<file path="src/hw/rtl/lfupbm_pkg.sv">
package lfupbm_pkg;

    localparam int NUM_FRAMES_DEF   = 16;
    localparam int FILE_ID_BITS_DEF = 8;

    localparam int OP_W    = 2;
    localparam int FILE_W  = 8;
    localparam int PAGE_W  = 32;
    localparam int KIND_W  = 2;
    localparam int FIDX_W  = 4;
    localparam int CFG_W   = 5;
    localparam int COUNT_W = 32;

    localparam logic [CFG_W-1:0] ACTIVE_RESET = CFG_W'(16);

    localparam logic [OP_W-1:0] OP_READ  = 2'd0;
    localparam logic [OP_W-1:0] OP_WRITE = 2'd1;
    localparam logic [OP_W-1:0] OP_CLOSE = 2'd2;
    localparam logic [OP_W-1:0] OP_NOP   = 2'd3;

    typedef enum logic [KIND_W-1:0] {
        KIND_HIT       = 2'd0,
        KIND_INSTALL   = 2'd1,
        KIND_WRITEBACK = 2'd2,
        KIND_DONE      = 2'd3
    } kind_t;

    typedef enum logic [2:0] {
        ST_IDLE,
        ST_SCAN,
        ST_EVICT,
        ST_INSTALL,
        ST_DONE
    } state_t;

    typedef struct packed {
        logic load;
        logic scan;
        logic writeback;
        logic install;
        logic done;
    } cmd_t;

    typedef struct packed {
        logic is_close;
        logic scan_last;
        logic hit;
        logic victim_dirty;
    } status_t;

endpackage

</file>
<file path="src/hw/rtl/lfupbm_ctrl.sv">
module lfupbm_ctrl
    import lfupbm_pkg::*;
(
    input  logic            clk,
    input  logic            rst_n,
    input  logic            start,
    input  logic [OP_W-1:0] operation,
    input  status_t         status,
    output cmd_t            cmd,
    output logic            busy
);

    state_t state_reg;
    state_t state_next;

    always_ff @(posedge clk or negedge rst_n)
    begin
        if (!rst_n)
        begin
            state_reg <= ST_IDLE;
        end
        else
        begin
            state_reg <= state_next;
        end
    end

    always_comb
    begin
        state_next = state_reg;
        cmd        = '0;
        unique case (state_reg)
            ST_IDLE:
            begin
                if (start && (operation != OP_NOP))
                begin
                    cmd.load   = 1'b1;
                    state_next = ST_SCAN;
                end
            end
            ST_SCAN:
            begin
                cmd.scan = 1'b1;
                if (!status.is_close && status.hit)
                begin
                    state_next = ST_IDLE;
                end
                else if (status.scan_last)
                begin
                    state_next = status.is_close ? ST_DONE : ST_EVICT;
                end
            end
            ST_EVICT:
            begin
                if (status.victim_dirty)
                begin
                    cmd.writeback = 1'b1;
                    state_next    = ST_INSTALL;
                end
                else
                begin
                    cmd.install = 1'b1;
                    state_next  = ST_IDLE;
                end
            end
            ST_INSTALL:
            begin
                cmd.install = 1'b1;
                state_next  = ST_IDLE;
            end
            ST_DONE:
            begin
                cmd.done   = 1'b1;
                state_next = ST_IDLE;
            end
            default:
            begin
                state_next = ST_IDLE;
            end
        endcase
    end

    assign busy = (state_reg != ST_IDLE);

endmodule

</file>
<file path="src/hw/rtl/lfupbm_datapath.sv">
module lfupbm_datapath
    import lfupbm_pkg::*;
#(
    parameter int NUM_FRAMES   = NUM_FRAMES_DEF,
    parameter int FILE_ID_BITS = FILE_ID_BITS_DEF
)
(
    input  logic               clk,
    input  logic               rst_n,
    input  logic               active_frames_we,
    input  logic [CFG_W-1:0]   active_frames_wdata,
    input  logic [OP_W-1:0]    operation,
    input  logic [FILE_W-1:0]  file_id,
    input  logic [PAGE_W-1:0]  page_num,
    input  cmd_t               cmd,
    output status_t            status,
    output logic               result_valid,
    output logic [KIND_W-1:0]  result_kind,
    output logic [FIDX_W-1:0]  frame_index,
    output logic [FILE_W-1:0]  out_file_id,
    output logic [PAGE_W-1:0]  out_page_num,
    output logic               last
);

    localparam int IDXW = (NUM_FRAMES > 1) ? $clog2(NUM_FRAMES) : 1;
    localparam logic [COUNT_W-1:0] COUNT_MAX = '1;

    logic [CFG_W-1:0]        active_reg;

    logic                    valid_reg [NUM_FRAMES];
    logic [FILE_ID_BITS-1:0] file_reg  [NUM_FRAMES];
    logic [PAGE_W-1:0]       page_reg  [NUM_FRAMES];
    logic                    dirty_reg [NUM_FRAMES];
    logic [COUNT_W-1:0]      count_reg [NUM_FRAMES];

    logic                    is_close_reg;
    logic                    is_write_reg;
    logic [FILE_ID_BITS-1:0] req_file_reg;
    logic [PAGE_W-1:0]       req_page_reg;
    logic [IDXW-1:0]         last_idx_reg;
    logic [IDXW-1:0]         idx_reg;

    logic [IDXW-1:0]         victim_reg;
    logic [COUNT_W-1:0]      best_reg;
    logic                    vvalid_reg;
    logic                    vdirty_reg;
    logic [FILE_ID_BITS-1:0] vfile_reg;
    logic [PAGE_W-1:0]       vpage_reg;

    logic                    res_valid_reg;
    kind_t                   res_kind_reg;
    logic [FIDX_W-1:0]       res_idx_reg;
    logic [FILE_W-1:0]       res_file_reg;
    logic [PAGE_W-1:0]       res_page_reg;
    logic                    res_last_reg;

    logic [IDXW-1:0]         last_idx_next;
    logic                    cur_valid;
    logic [FILE_ID_BITS-1:0] cur_file;
    logic [PAGE_W-1:0]       cur_page;
    logic                    cur_dirty;
    logic [COUNT_W-1:0]      cur_count;
    logic                    file_match;
    logic                    hit;
    logic                    close_wb;
    logic                    take_victim;

    logic                    emit;
    kind_t                   e_kind;
    logic [IDXW-1:0]         e_idx;
    logic [FILE_ID_BITS-1:0] e_file;
    logic [PAGE_W-1:0]       e_page;
    logic                    e_last;

    // clamp active count to 1..NUM_FRAMES
    always_comb
    begin
        if (active_reg == '0)
        begin
            last_idx_next = '0;
        end
        else if (int'(active_reg) > NUM_FRAMES)
        begin
            last_idx_next = IDXW'(NUM_FRAMES - 1);
        end
        else
        begin
            last_idx_next = IDXW'(active_reg - CFG_W'(1));
        end
    end

    assign cur_valid  = valid_reg[idx_reg];
    assign cur_file   = file_reg[idx_reg];
    assign cur_page   = page_reg[idx_reg];
    assign cur_dirty  = dirty_reg[idx_reg];
    assign cur_count  = count_reg[idx_reg];
    assign file_match = cur_valid && (cur_file == req_file_reg);
    assign hit        = file_match && (cur_page == req_page_reg);
    assign close_wb   = cmd.scan && is_close_reg && file_match && cur_dirty;
    assign take_victim = cmd.scan && !is_close_reg &&
                         ((idx_reg == '0) || (cur_count < best_reg));

    assign status.is_close     = is_close_reg;
    assign status.scan_last    = (idx_reg == last_idx_reg);
    assign status.hit          = hit;
    assign status.victim_dirty = vvalid_reg && vdirty_reg;

    always_ff @(posedge clk or negedge rst_n)
    begin
        if (!rst_n)
        begin
            active_reg <= ACTIVE_RESET;
        end
        else if (active_frames_we)
        begin
            active_reg <= active_frames_wdata;
        end
    end

    always_ff @(posedge clk or negedge rst_n)
    begin
        if (!rst_n)
        begin
            for (int i = 0; i < NUM_FRAMES; i++)
            begin
                valid_reg[i] <= 1'b0;
                file_reg[i]  <= '0;
                page_reg[i]  <= '0;
                dirty_reg[i] <= 1'b0;
                count_reg[i] <= '0;
            end
        end
        else if (cmd.scan && is_close_reg && file_match)
        begin
            valid_reg[idx_reg] <= 1'b0;
            file_reg[idx_reg]  <= '0;
            page_reg[idx_reg]  <= '0;
            dirty_reg[idx_reg] <= 1'b0;
        end
        else if (cmd.scan && !is_close_reg && hit)
        begin
            if (cur_count != COUNT_MAX)
            begin
                count_reg[idx_reg] <= cur_count + COUNT_W'(1);
            end
            if (is_write_reg)
            begin
                dirty_reg[idx_reg] <= 1'b1;
            end
        end
        else if (cmd.install)
        begin
            valid_reg[victim_reg] <= 1'b1;
            file_reg[victim_reg]  <= req_file_reg;
            page_reg[victim_reg]  <= req_page_reg;
            dirty_reg[victim_reg] <= is_write_reg;
            count_reg[victim_reg] <= COUNT_W'(1);
        end
    end

    always_ff @(posedge clk)
    begin
        if (cmd.load)
        begin
            is_close_reg <= (operation == OP_CLOSE);
            is_write_reg <= (operation == OP_WRITE);
            req_file_reg <= FILE_ID_BITS'(file_id);
            req_page_reg <= page_num;
            last_idx_reg <= last_idx_next;
            idx_reg      <= '0;
        end
        else if (cmd.scan && (idx_reg != last_idx_reg))
        begin
            idx_reg <= idx_reg + IDXW'(1);
        end
        if (take_victim)
        begin
            victim_reg <= idx_reg;
            best_reg   <= cur_count;
            vvalid_reg <= cur_valid;
            vdirty_reg <= cur_dirty;
            vfile_reg  <= cur_file;
            vpage_reg  <= cur_page;
        end
    end

    always_comb
    begin
        emit   = 1'b0;
        e_kind = KIND_HIT;
        e_idx  = idx_reg;
        e_file = req_file_reg;
        e_page = req_page_reg;
        e_last = 1'b1;
        if (close_wb)
        begin
            emit   = 1'b1;
            e_kind = KIND_WRITEBACK;
            e_file = cur_file;
            e_page = cur_page;
            e_last = 1'b0;
        end
        else if (cmd.scan && !is_close_reg && hit)
        begin
            emit = 1'b1;
        end
        else if (cmd.writeback)
        begin
            emit   = 1'b1;
            e_kind = KIND_WRITEBACK;
            e_idx  = victim_reg;
            e_file = vfile_reg;
            e_page = vpage_reg;
            e_last = 1'b0;
        end
        else if (cmd.install)
        begin
            emit   = 1'b1;
            e_kind = KIND_INSTALL;
            e_idx  = victim_reg;
        end
        else if (cmd.done)
        begin
            emit   = 1'b1;
            e_kind = KIND_DONE;
            e_idx  = '0;
            e_page = '0;
        end
    end

    always_ff @(posedge clk or negedge rst_n)
    begin
        if (!rst_n)
        begin
            res_valid_reg <= 1'b0;
        end
        else
        begin
            res_valid_reg <= emit;
        end
    end

    always_ff @(posedge clk)
    begin
        if (emit)
        begin
            res_kind_reg <= e_kind;
            res_idx_reg  <= FIDX_W'(e_idx);
            res_file_reg <= FILE_W'(e_file);
            res_page_reg <= e_page;
            res_last_reg <= e_last;
        end
    end

    assign result_valid = res_valid_reg;
    assign result_kind  = res_kind_reg;
    assign frame_index  = res_idx_reg;
    assign out_file_id  = res_file_reg;
    assign out_page_num = res_page_reg;
    assign last         = res_last_reg;

`ifndef SYNTHESIS
    assert property (@(posedge clk) disable iff (!rst_n)
        $onehot0({cmd.load, cmd.scan, cmd.writeback, cmd.install, cmd.done}))
        else $error("more than one datapath command");

    assert property (@(posedge clk) disable iff (!rst_n)
        cmd.writeback |-> (vvalid_reg && vdirty_reg))
        else $error("writeback of a clean or empty victim");

    assert property (@(posedge clk) disable iff (!rst_n)
        cmd.install |=> (res_valid_reg && (res_kind_reg == KIND_INSTALL) && res_last_reg))
        else $error("install did not yield a final install result");

    assert property (@(posedge clk) disable iff (!rst_n)
        cmd.install |=> valid_reg[$past(victim_reg)])
        else $error("installed frame not valid");
`endif

endmodule

</file>
<file path="src/hw/rtl/lfu_page_buffer_manager_unit.sv">
// LFU page buffer manager: tags and replacement policy for a pool of frames.
// Request channel: drive operation, file_id, page_num and pulse start; the
// request transfers on a rising edge with start high and busy low. Operation
// code 3 is taken and dropped without any result.
// Result channel: each result is valid for one cycle with result_valid high;
// last marks the final result of a request. The receiver cannot stall.
// Config: active_frames_we / active_frames_wdata write the active frame
// count; write only while busy is low and no result is pending.
// Sequence, n = clamped active frame count, one frame examined per cycle:
//   hit on frame i: the scan stops at frame i and the hit result is registered.
//   miss: all n frames are scanned, then writeback if the victim is dirty, then install.
//   close: all n frames are scanned; writebacks stream during the scan, then done.
// A new request may transfer the cycle busy falls, while the last result
// is still on the output register.
// Reset clears all frames, counts and dirty bits and sets the active
// frame count to 16; no clearing sweep is needed.
module lfu_page_buffer_manager_unit
    import lfupbm_pkg::*;
#(
    parameter int NUM_FRAMES   = NUM_FRAMES_DEF,
    parameter int FILE_ID_BITS = FILE_ID_BITS_DEF
)
(
    input  logic              clk,
    input  logic              rst_n,
    input  logic              active_frames_we,
    input  logic [CFG_W-1:0]  active_frames_wdata,
    input  logic              start,
    output logic              busy,
    input  logic [OP_W-1:0]   operation,
    input  logic [FILE_W-1:0] file_id,
    input  logic [PAGE_W-1:0] page_num,
    output logic              result_valid,
    output logic [KIND_W-1:0] result_kind,
    output logic [FIDX_W-1:0] frame_index,
    output logic [FILE_W-1:0] out_file_id,
    output logic [PAGE_W-1:0] out_page_num,
    output logic              last
);

    cmd_t    cmd;
    status_t status;

    lfupbm_ctrl u_ctrl (
        .clk       (clk),
        .rst_n     (rst_n),
        .start     (start),
        .operation (operation),
        .status    (status),
        .cmd       (cmd),
        .busy      (busy)
    );

    lfupbm_datapath #(
        .NUM_FRAMES   (NUM_FRAMES),
        .FILE_ID_BITS (FILE_ID_BITS)
    ) u_datapath (
        .clk                 (clk),
        .rst_n               (rst_n),
        .active_frames_we    (active_frames_we),
        .active_frames_wdata (active_frames_wdata),
        .operation           (operation),
        .file_id             (file_id),
        .page_num            (page_num),
        .cmd                 (cmd),
        .status              (status),
        .result_valid        (result_valid),
        .result_kind         (result_kind),
        .frame_index         (frame_index),
        .out_file_id         (out_file_id),
        .out_page_num        (out_page_num),
        .last                (last)
    );

endmodule
</file>
<file path="config.mk">
export PLATFORM = sky130hd
export DESIGN_NAME = lfu_page_buffer_manager_unit
export DESIGN_NICKNAME = d
export VERILOG_FILES = /design/src/hw/rtl/lfupbm_pkg.sv /design/src/hw/rtl/lfupbm_ctrl.sv /design/src/hw/rtl/lfupbm_datapath.sv /design/src/hw/rtl/lfu_page_buffer_manager_unit.sv
export SDC_FILE = /design/constraint.sdc
export NUM_CORES = 2
export LEC_CHECK = 0
export BUFFER_PORTS_ARGS = -buffer_cell sky130_fd_sc_hd__buf_2
export CAP_MARGIN = 25
export CORE_ASPECT_RATIO = 1.4
export CORE_MARGIN = 5
export CORE_UTILIZATION = 63
export CTS_CLUSTER_SIZE = 10
export DETAILED_ROUTE_END_ITERATION = 7
export GPL_ROUTABILITY_DRIVEN = 0
export PLACE_DENSITY_LB_ADDON = 0.15
export SLEW_MARGIN = 10
export SYNTH_ARGS = -nofsm -noshare
export SYNTH_HDL_FRONTEND = slang
export SYNTH_SLANG_ARGS = --single-unit
</file>
<file path="constraint.sdc">
create_clock -name clk -period 8.62 [get_ports clk]
set_input_delay 0.862 -clock clk [delete_from_list [all_inputs] [get_ports clk]]
set_output_delay 0.862 -clock clk [all_outputs]
set_load 0.005 [all_outputs]
</file>
==> impl_metrics.json <==
{
  "cp_slowest_cell": "dfxtp_4",
  "syn_nets": 6347,
  "final_core_util": 0.686,
  "cts.sinks": 1368,
  "hold_viol": 0,
  "mostFrequentLayoutCells": "nand2_1, dfrtp_1, a21oi_1",
  "crit_path_start_kind": "flop",
  "dieArea_um2": 110000,
  "cts.root.buffer_cell": "clkbuf_16",
  "skew_ns": 0.0323,
  "numCtsBuffers": 155,
  "yosys_warnings": 0,
  "placed_cell_area_um2": 65900,
  "switchingPower_mw": 7.08,
  "first_iter_violations": 7068,
  "die_h_um": 390,
  "crit_chain": "buf_12, buf_4, mux4_4, mux4_2, nand4_1, or4_4, or4_4, or4_1, buf_4, nand4_4, buf_4, nand3_1, o21ai_0",
  "cp_slowest_stage_delay_ns": 0.84,
  "vdd_drop_max_v": 0.000222,
  "worst_pin_slew_ns": 1.24,
  "intPower_mw": 14.0,
  "postCtsSetupBuffers": 0,
  "synth_edf_count": 171,
  "fmax_mhz": 156,
  "grt_setup_unrepaired": "false",
  "crit_required_ns": 9.32,
  "grtUsageTotal": 0.398,
  "wl_per_cell_um": 29.2,
  "register_area_um2": 35100,
  "syn_area_um2": 65000,
  "powerDensity_nw_per_um2": 300,
  "clk_path_buf_depth": 3,
  "status": "finished, violations left",
  "final_common_cell": "nand2_1",
  "post-route-min-period_ns": 6.40,
  "setup.worst_path.class": "reg -> reg",
  "drc": 1,
  "ys.flop_type": "dfrtp_1",
  "max-cap-violations": 0,
  "first_global_vias": 52220,
  "ant_nets": 0,
  "multiInputGateArea_um2": 27200,
  "violations": "DRC",
  "power.total_mw": 21.1,
  "worstSkewPairLatency_ns": 0.80,
  "swShare": 0.336,
  "coreArea_um2": 103000,
  "antenna_found_initial": 3,
  "grt_max_degree": 175,
  "finalInstanceArea_um2": 70400,
  "dp_hpwl_um": 118000,
  "fin_nets": 6159,
  "grt_overflow_total": 0,
  "vias": 51963,
  "drt_first_pass_iters": 8,
  "p_leak_nw": 29.5,
  "cts_tree": "built",
  "cts.clk_slew.worst_paths_ns": 0.06,
  "ys_seq_area_frac": 0.539,
  "async_flop_share": 0.872,
  "pwr-share-comb": 0.271,
  "p_seq_frac": 0.443,
  "setup_tns_ns": 0,
  "cp.arrival_ns": 7.10,
  "htreeDepth": 4,
  "setup_ws_ns": 2.22,
  "ctsResizeCount": 0,
  "port_buffers": 99,
  "hold_buffers": 0,
  "setup_viol": 0,
  "period_share": 0.742,
  "synth_cell_types": 73,
  "drt-total-wl_um": 219000,
  "slew_violations": 0,
  "relSlewSlack": 0.171,
  "detailedPlace.worstSlack_ns": 2.31,
  "fillers": 7658,
  "hold_class": "in -> async",
  "grt_pass1_wl_um": 326000,
  "syn-instance-count": 6259,
  "initial_core_util": 0.634,
  "critPathMaxFanout": 78,
  "die_w_um": 282,
  "critPathMostFrequentCell": "buf_4",
  "cp-end-kind": "flop",
  "rows": 139,
  "ios": 100,
  "drive_above_1_share": 0.142,
  "viasPerCell": 6.93,
  "p_clk_frac": 0.285,
  "avgSynthCellArea_um2": 10.4,
  "area_growth_pct": 8.28,
  "synth_seq_cells": 1368
}
synth_stat cells, drive strengths merged, types with 11 or more instances:
library cell | count | area, um2
and2 | 22 | 138
nor2 | 154 | 578
ha | 37 | 463
and3 | 11 | 68.8
nand4 | 30 | 375
xnor2 | 55 | 482
clkbuf | 372 | 1400
xor2 | 34 | 298
nand2 | 1450 | 5450
a22oi | 24 | 180
dfrtp | 1192 | 29800
o21ai | 595 | 2980
mux2i | 114 | 1150
nand2b | 14 | 87.6
nand3 | 563 | 2820
a211oi | 13 | 97.6
mux2 | 60 | 676
inv | 56 | 210
buf | 226 | 1660
mux4 | 296 | 6680
nor3 | 28 | 155
edfxtp | 171 | 5130
a21oi | 601 | 3010
nor2b | 29 | 181
power groups by stage:
stage	Sequential [mW]	Combinational, mW	Clock, mW
floorplan	8.81	4.27	0
global placement	9.31	5.45	0
detailed placement	9.39	5.59	0
CTS	9.29	5.63	6.04
global route	9.47	6.11	6.29
finish	9.35	5.73	6.02
cells by family after synthesis:
kind of cell / count (synthesis) / synth area share
and+or+nand+nor: 2334 / 0.155
buffers and inverters: 654 / 0.0503
xor gates and xnor gates: 89 / 0.0120
AOI/OAI and AO/OA: 1307 / 0.105
muxes: 470 / 0.131
DFF: 1368 / 0.539
adders and majority gates: 37 / 0.00712
path summary, 6_finish.rpt:
kind | from | end | slack (ns) | cells after the start
min in group clk | page_num[30] | u_datapath.req_page_reg[30]$_DFFE_PP_ | 0.24 | 1
hold / removal | rst_n | u_datapath.page_reg[290]$_DFFE_PN0P_ | 0.11 | 1
setup / recovery | u_datapath.idx_reg[1]$_SDFFE_PP0P_ | u_datapath.count_reg[41]$_DFFE_PN0P_ | 2.22 | 13
max in group asynchronous | rst_n | u_datapath.page_reg[413]$_DFFE_PN0P_ | 6.18 | 3
hold reg to reg | u_datapath.valid_reg[8]$_DFFE_PN0P_ | u_datapath.valid_reg[8]$_DFFE_PN0P_ | 0.49 | 2
setup reg to reg | u_datapath.idx_reg[1]$_SDFFE_PP0P_ | u_datapath.count_reg[41]$_DFFE_PN0P_ | 2.22 | 13
area by class of cell:
class / count / area share
Timing Repair Buffer: 253 / 0.0264
Inverter: 56 / 0.00298
Multi-Input combinational cell: 4237 / 0.386
Antenna cell: 3 / 0.000107
Clock buffer: 230 / 0.0616
Tap cell: 1339 / 0.0238
Sequential cell: 1368 / 0.498
Clock inverter: 7 / 0.00108
critical path, delay by kind of cell, from the launching register on:
kind,cells,cell delay [ns]
AND/OR/NAND/NOR,6,2.45
flip-flops,1,0.84
multiplexers,2,0.75
AO/OA/AOI/OAI,1,0.12
buffers and inverters,4,1.89
per-stage QoR:
| step | hold slack (ns) | cells |
|---|---|---|
| finish | 0.109 | 7493 |
| global placement | 0.473 | 7217 |
| detailed placement | 0.483 | 7241 |
| CTS | 0.175 | 7478 |
| floorplan | 0.426 | 6259 |
| global route | 0.210 | 7492 |
per-layer routing:
| metal | global-route usage | wire length, um | vias up | share of wire |
|---|---|---|---|---|
| met5 | 0 | 0 | - | 0 |
| met4 | 0.296 | 20600 | 0 | 0.094 |
| met3 | 0.0844 | 23300 | 1207 | 0.11 |
| met2 | 0.635 | 103000 | 3745 | 0.47 |
| met1 | 0.480 | 72700 | 25557 | 0.33 |
| li1 | - | - | 21454 | - |
Power figures use the tool's default switching activity.
